`config.mk`:
```
export PLATFORM = sky130hd
export DESIGN_NAME = dape_ctrl
export DESIGN_NICKNAME = d
export VERILOG_FILES = /design/src/rtl/dape_pkg.sv /design/src/rtl/dape_ctrl.sv
export SDC_FILE = /design/constraint.sdc
export NUM_CORES = 1
export LEC_CHECK = 0
export ABC_CLOCK_PERIOD_IN_PS = 2300
export BUFFER_PORTS_ARGS = -buffer_cell sky130_fd_sc_hd__clkbuf_2
export CORE_AREA = 10 10 47 49
export CTS_BUF_LIST = sky130_fd_sc_hd__clkbuf_8
export DETAILED_ROUTE_END_ITERATION = 8
export DIE_AREA = 0 0 57 59
export PLACE_DENSITY = 0.49
export SYNTH_ARGS = -nofsm -noshare
export SYNTH_HDL_FRONTEND = slang
export SYNTH_SLANG_ARGS = --single-unit
```
`constraint.sdc`:
```
create_clock -name clk -period 2.3 [get_ports clk]
set_input_delay 0.46 -clock clk [delete_from_list [all_inputs] [get_ports clk]]
set_output_delay 0.46 -clock clk [all_outputs]
set_load 0.01 [all_outputs]
```
`src/rtl/dape_pkg.sv`:
```
// Shared types, constants and helper functions of the DAG path enumerator.
package dape_pkg;

    localparam int VTX_W      = 6;
    localparam int ROW_W      = 64;
    localparam int CNT_W      = 17;
    localparam int LIM_W      = 16;
    localparam int VCNT_W     = 7;
    localparam int CFG_IDX_W  = 4;
    localparam int CFG_DATA_W = 16;

    localparam int MAX_VERTICES_DEF = 64;

    localparam logic [VCNT_W-1:0] VERTEX_COUNT_RST = 7'd64;
    localparam logic [LIM_W-1:0]  PATH_LIMIT_RST   = 16'd1500;

    // Item kinds
    localparam logic [1:0] KIND_LOAD  = 2'd0;
    localparam logic [1:0] KIND_START = 2'd1;
    localparam logic [1:0] KIND_NEXT  = 2'd2;

    // Result status codes
    localparam logic [1:0] STATUS_PATH     = 2'd0;
    localparam logic [1:0] STATUS_FINISHED = 2'd1;
    localparam logic [1:0] STATUS_LIMIT    = 2'd2;
    localparam logic [1:0] STATUS_ACK      = 2'd3;

    // Search phases
    localparam logic [1:0] PHASE_IDLE = 2'd0;
    localparam logic [1:0] PHASE_RUN  = 2'd1;
    localparam logic [1:0] PHASE_DONE = 2'd2;

    // Configuration register indexes
    localparam logic [CFG_IDX_W-1:0] REG_VERTEX_COUNT = 4'd0;
    localparam logic [CFG_IDX_W-1:0] REG_PATH_LIMIT   = 4'd1;

    typedef struct packed {
        logic [1:0]       kind;
        logic [VTX_W-1:0] row_index;
        logic [ROW_W-1:0] row_bits;
    } item_t;

    typedef struct packed {
        logic [1:0]       status;
        logic [ROW_W-1:0] path_mask;
        logic [VTX_W-1:0] path_length;
        logic [CNT_W-1:0] path_count;
    } result_t;

    typedef struct packed {
        logic [CFG_IDX_W-1:0]  index;
        logic [CFG_DATA_W-1:0] value;
    } cfg_t;

    // Controller to datapath
    typedef struct packed {
        logic latch;
        logic decode;
        logic reach;
        logic walk;
        logic emit;
    } dape_cmd_t;

    // Datapath to controller
    typedef struct packed {
        logic [1:0] kind;
        logic       run;
        logic       reach_last;
        logic       walk_done;
        logic       out_free;
    } dape_stat_t;

    // Bits below position n set; n of 64 or more gives all ones
    function automatic logic [ROW_W-1:0] low_mask(input logic [VCNT_W-1:0] n);
        logic [ROW_W-1:0] m;
        for (int i = 0; i < ROW_W; i++)
            m[i] = (VCNT_W'(i) < n);
        return m;
    endfunction

    function automatic logic [VTX_W-1:0] lowest_set(input logic [ROW_W-1:0] v);
        logic [VTX_W-1:0] idx;
        idx = '0;
        for (int i = ROW_W - 1; i >= 0; i--)
            if (v[i])
                idx = VTX_W'(i);
        return idx;
    endfunction

    function automatic logic [VTX_W-1:0] highest_set(input logic [ROW_W-1:0] v);
        logic [VTX_W-1:0] idx;
        idx = '0;
        for (int i = 0; i < ROW_W; i++)
            if (v[i])
                idx = VTX_W'(i);
        return idx;
    endfunction

endpackage

```
`src/rtl/dape_ctrl.sv`:
```
// Sequencing state machine of the DAG path enumerator.
module dape_ctrl
(
    input  logic                   clk,
    input  logic                   rst_n,
    input  logic                   in_valid,
    output logic                   in_ready,
    input  dape_pkg::dape_stat_t   stat,
    output dape_pkg::dape_cmd_t    cmd
);

    localparam logic [2:0] S_IDLE   = 3'd0;
    localparam logic [2:0] S_DECODE = 3'd1;
    localparam logic [2:0] S_REACH  = 3'd2;
    localparam logic [2:0] S_WALK   = 3'd3;
    localparam logic [2:0] S_EMIT   = 3'd4;

    logic [2:0] state_reg;
    logic [2:0] state_next;

    always_comb
    begin
        state_next = state_reg;
        case (state_reg)
            S_IDLE:
            begin
                if (in_valid)
                    state_next = S_DECODE;
            end
            S_DECODE:
            begin
                if (stat.kind == dape_pkg::KIND_NEXT && stat.run)
                    state_next = S_REACH;
                else
                    state_next = S_EMIT;
            end
            S_REACH:
            begin
                if (stat.reach_last)
                    state_next = S_WALK;
            end
            S_WALK:
            begin
                if (stat.walk_done)
                    state_next = S_EMIT;
            end
            S_EMIT:
            begin
                if (stat.out_free)
                    state_next = S_IDLE;
            end
            default:
            begin
                state_next = S_IDLE;
            end
        endcase
    end

    always_ff @(posedge clk or negedge rst_n)
    begin
        if (!rst_n)
            state_reg <= S_IDLE;
        else
            state_reg <= state_next;
    end

    assign in_ready   = (state_reg == S_IDLE);
    assign cmd.latch  = (state_reg == S_IDLE) && in_valid;
    assign cmd.decode = (state_reg == S_DECODE);
    assign cmd.reach  = (state_reg == S_REACH);
    assign cmd.walk   = (state_reg == S_WALK);
    assign cmd.emit   = (state_reg == S_EMIT);

    // A search step only follows a next request on a running search
    a_reach_entry: assert property (@(posedge clk) disable iff (!rst_n)
        state_reg == S_REACH && $past(state_reg) != S_REACH |->
            $past(stat.kind) == dape_pkg::KIND_NEXT)
        else $error("reach scan entered without a next request");

    a_walk_entry: assert property (@(posedge clk) disable iff (!rst_n)
        state_reg == S_WALK |-> $past(state_reg) == S_REACH || $past(state_reg) == S_WALK)
        else $error("walk entered without a reach scan");

    a_accept_after_emit: assert property (@(posedge clk) disable iff (!rst_n)
        cmd.latch |-> $past(state_reg) == S_EMIT || $past(state_reg) == S_IDLE)
        else $error("item taken while a result was still pending");

endmodule

```
-- After elaboration in Yosys (flattened, before gate mapping)
Cells that the tools add are included.
- mux-type cells: 6
- equality and inequality tests: 9
- reductions and logical operators: 4
- operators with widths (cell ; count):
    $mux W3 ; 5
    $pmux W3 S5 ; 1
    $ne A2 B2 Y1 const B ; 4
    $eq A3 B2 Y1 const B ; 2
    $reduce_and A4 Y1 ; 1
    $eq A3 B1 Y1 const B ; 1
    $eq A3 B3 Y1 const B ; 1
    $logic_not A3 Y1 ; 1
    $eq A2 B2 Y1 const B ; 1
    $logic_and A1 B1 Y1 ; 2
- register bits: 3
- output and inout port bits: 6
- input port bits: 9
- logic and storage cells: 20

-- Logic depth before layout (Yosys ltp)
- depth in word-level cells: 4
- gate-level depth with buffers: 4
- mapped depth without buffers: 3

-- Worst setup path before layout
Ideal clock, no wire load.
- path kind: reg-to-output
- from: register state_reg[0]
- to: output cmd[4] (netlist bit)
- data required time: 1840 ps
- arrival time: 1048 ps
- buffers on the path: 1
- stages on the path, launching flop included: 4
- slack: 792 ps
- cell sequence: dfrtp_1 > buf_2 > nor3_1 > and2_1
- RTL lines (element ; RTL line ; RTL):
    start: declaration ; dape_ctrl.sv:18 ; logic [2:0] state_reg;
    start signal: assignment ; dape_ctrl.sv:64 ; state_reg <= state_next;
    end: declaration ; dape_ctrl.sv:9 ; output dape_pkg::dape_cmd_t cmd

==> flow_summary_export.csv <==
group,metric,value,unit
drt,viasPerCell,4.161,
power_and_ir_drop,power_leakage,0.1764,nW
setup_path,r2r_end,"state_reg[2]",
setup_path,end_kind,"output pin",
drt,drtIter0Drc,1,
timing,slew_headroom,82.35,%
timing,hold_viol,0,
power_and_ir_drop,power.total,0.4077,mW
cells_and_area,drive_above_1_share,45.00,%
cts,clk_pin_slew,0.03,ns
timing,grt_setup_unrepaired,"no",
logic_synthesis,synth_compound_area_share,14.20,%
setup_path,crit_type,"reg2out",
outcome,outcome,"finished clean",
worst_hold_path,hold_class,"in2async",
logic_synthesis,yosys_warnings,0,
timing,drv_slew,0,
logic_synthesis,syn_area,211.5,µm²
setup_path,worstPathMaxFanout,8,
setup_path,start_kind,"flip-flop",
power_and_ir_drop,peakVddDrop,304.4,µV
cts,cts_tree,"done",
logic_synthesis,ys_types,16,
logic_synthesis,synthXorXnorAreaFrac,0,%
setup_path,r2r-start,"state_reg[1]",
drt,wl_per_cell,11.70,µm
drt,wirelength,655,µm
drt,via_count,233,
cts,clockBufferDepth,2,
job,drv_cap,0,
placement,numPortBuffers,14,
timing,timing.fmax,611.9,MHz
drt,dr.pass1.iters,2,
floorplan,die_h,59,µm
cells_and_area,num_antenna_cells,0,
drt,drtAntennaViolNets,0,
setup_path,arrival,1.17,ns
timing,period_needed,1.634,ns
floorplan,start_util,15.09,%
logic_synthesis,synthAdderAreaFrac,0,%
logic_synthesis,synth-simple-area-share,39.05,%
floorplan,die_w,57,µm
cts,h-tree-depth,1,
timing,period_share,71.06,%
grt,grt_use_total,4.491,%
grt,grt_remaining_overflow,0,
cts,cts-resized-gates,0,
setup_path,reg2reg_slack,1.19,ns
timing,timing.hold.ws,0.02711,ns
cts,root_buffer,"clkbuf_8",
logic_synthesis,yosysSeqAreaShare,35.50,%
cts,postCtsSetupRepairBufs,0,
cts,clk_latency,0.22,ns
grt,grt_pass1_vias,264,
floorplan,core_area,1401,µm²
cts,numCtsBuffers,3,
cells_and_area,fin_cells,56,
timing,fin_skew,0.002885,ns
logic_synthesis,synthCells,24,
cts,cts_hold_repair.buffers,0,
floorplan,num_io_pins,15,
grt,grt_start_max_net_pins,10,
timing,setup_viol,0,
logic_synthesis,synth.avg_cell_area,8.811,µm²
logic_synthesis,synth_top_family_by_area,"simple AND/OR/NAND/NOR gates",
setup_path,reg2reg_depth,3,
cells_and_area,utilization,23.57,%
cells_and_area,syn_to_final_growth,56.21,%
logic_synthesis,synth_seq_cells,3,
power_and_ir_drop,p_per_area,1234,nW/µm²
cts,cts.sinks,3,
cells_and_area,finalNetCount,50,
cells_and_area,largest_register_ffs,3,
drt,drc,0,
grt,antenna_found_initial,0,
floorplan,dieArea,3363,µm²
logic_synthesis,muxShareOfSynthArea,0,%
placement,place_inst,52,
grt,grt_pass1_wl,1083,µm
setup_path,worstPathRequired,1.84,ns
logic_synthesis,synth_nets,33,
floorplan,num_rows,14,
timing,fin_setup_tns,0,ns
timing,worstMarginPinSlew,0.2647,ns
placement,gp_congestion,0.7286,
cell usage in the layout, fill, tap and decap left out:
cell / synthesis / final
inv_1: 2 / 3
nor3b_1: 1 / 1
clkbuf_2: 0 / 14
dfrtp_1: 3 / 3
clkbuf_8: 0 / 3
nor2_1: 3 / 3
a22oi_1: 1 / 1
nor3_1: 2 / 2
nor2b_1: 1 / 1
nand2_1: 1 / 1
and4bb_1: 1 / 1
and2_1: 1 / 1
nor3b_2: 1 / 1
a21o_1: 1 / 1
a211oi_1: 2 / 2
nand2b_1: 2 / 2
report_power, final:
| part | total, mW | internal (mW) | switching [mW] |
|---|---|---|---|
| clock network | 0.153 | 0.114 | 0.0389 |
| registers | 0.110 | 0.0729 | 0.0373 |
| logic | 0.145 | 0.0715 | 0.0731 |
| total | 0.408 | 0.258 | 0.149 |
metrics by stage:
step	instance area, µm²	setup WS, ns
finish	330.3	0.6657
floorplan	211.5	0.7917
global route	330.3	0.5947
CTS	330.3	0.6382
detailed placement	285.3	0.8812
global placement	285.3	0.8788
metal layers:
metal / vias up / track usage, % / share of wire [%]
met5: - / 0 / 0
met4: 0 / 8.054 / 7.6
met3: 5 / 1.931 / 5.3
met2: 10 / 6.822 / 50
met1: 102 / 3.199 / 37
li1: 116 / - / -
logic make-up after synthesis:
group,Yosys count
AO/OA/AOI/OAI,4
buffers and inverters,4
flip-flops,3
AND/OR/NAND/NOR,13
Yosys cell counts (all sizes together):
library cell  instances  area share, %
nor2b                 1            3.0
a22oi                 1            3.6
and4bb                1            5.9
nand2                 1            1.8
nor3b                 2            9.5
a211oi                2            7.1
and2                  1            3.0
buf                   2            7.7
nor2                  3            5.3
a21o                  1            3.6
inv                   2            3.6
nor3                  2            4.7
dfrtp                 3             36
nand2b                2            5.9
critical path, cell delays in order (launching register included):
cell      delay, ns
dfrtp_1        0.45
nor3_1         0.23
and2_1         0.15
clkbuf_2       0.12
how the worst max path moves through the flow:
stage,start,cells after the start,end,slack [ns]
3_5_place_dp,state_reg[0],3,cmd[4],0.88
5_1_grt,state_reg[1],3,cmd[4],0.59
6_report,state_reg[0],3,cmd[4],0.67
4_1_cts,state_reg[0],3,cmd[4],0.64
2_1_floorplan,state_reg[0],3,cmd[4],0.79
3_3_place_gp,state_reg[0],3,cmd[4],0.88
final cells by class:
type / count / area, µm²
multi-input cells: 17 / 112.6
inverters: 2 / 7.507
repair buffers: 14 / 70.07
flip-flops and latches: 3 / 75.07
fillers: 166 / 1071
clock inverters: 1 / 3.754
clock buffers: 3 / 41.29
well taps: 16 / 20.02
Power figures use the tool's default switching activity.
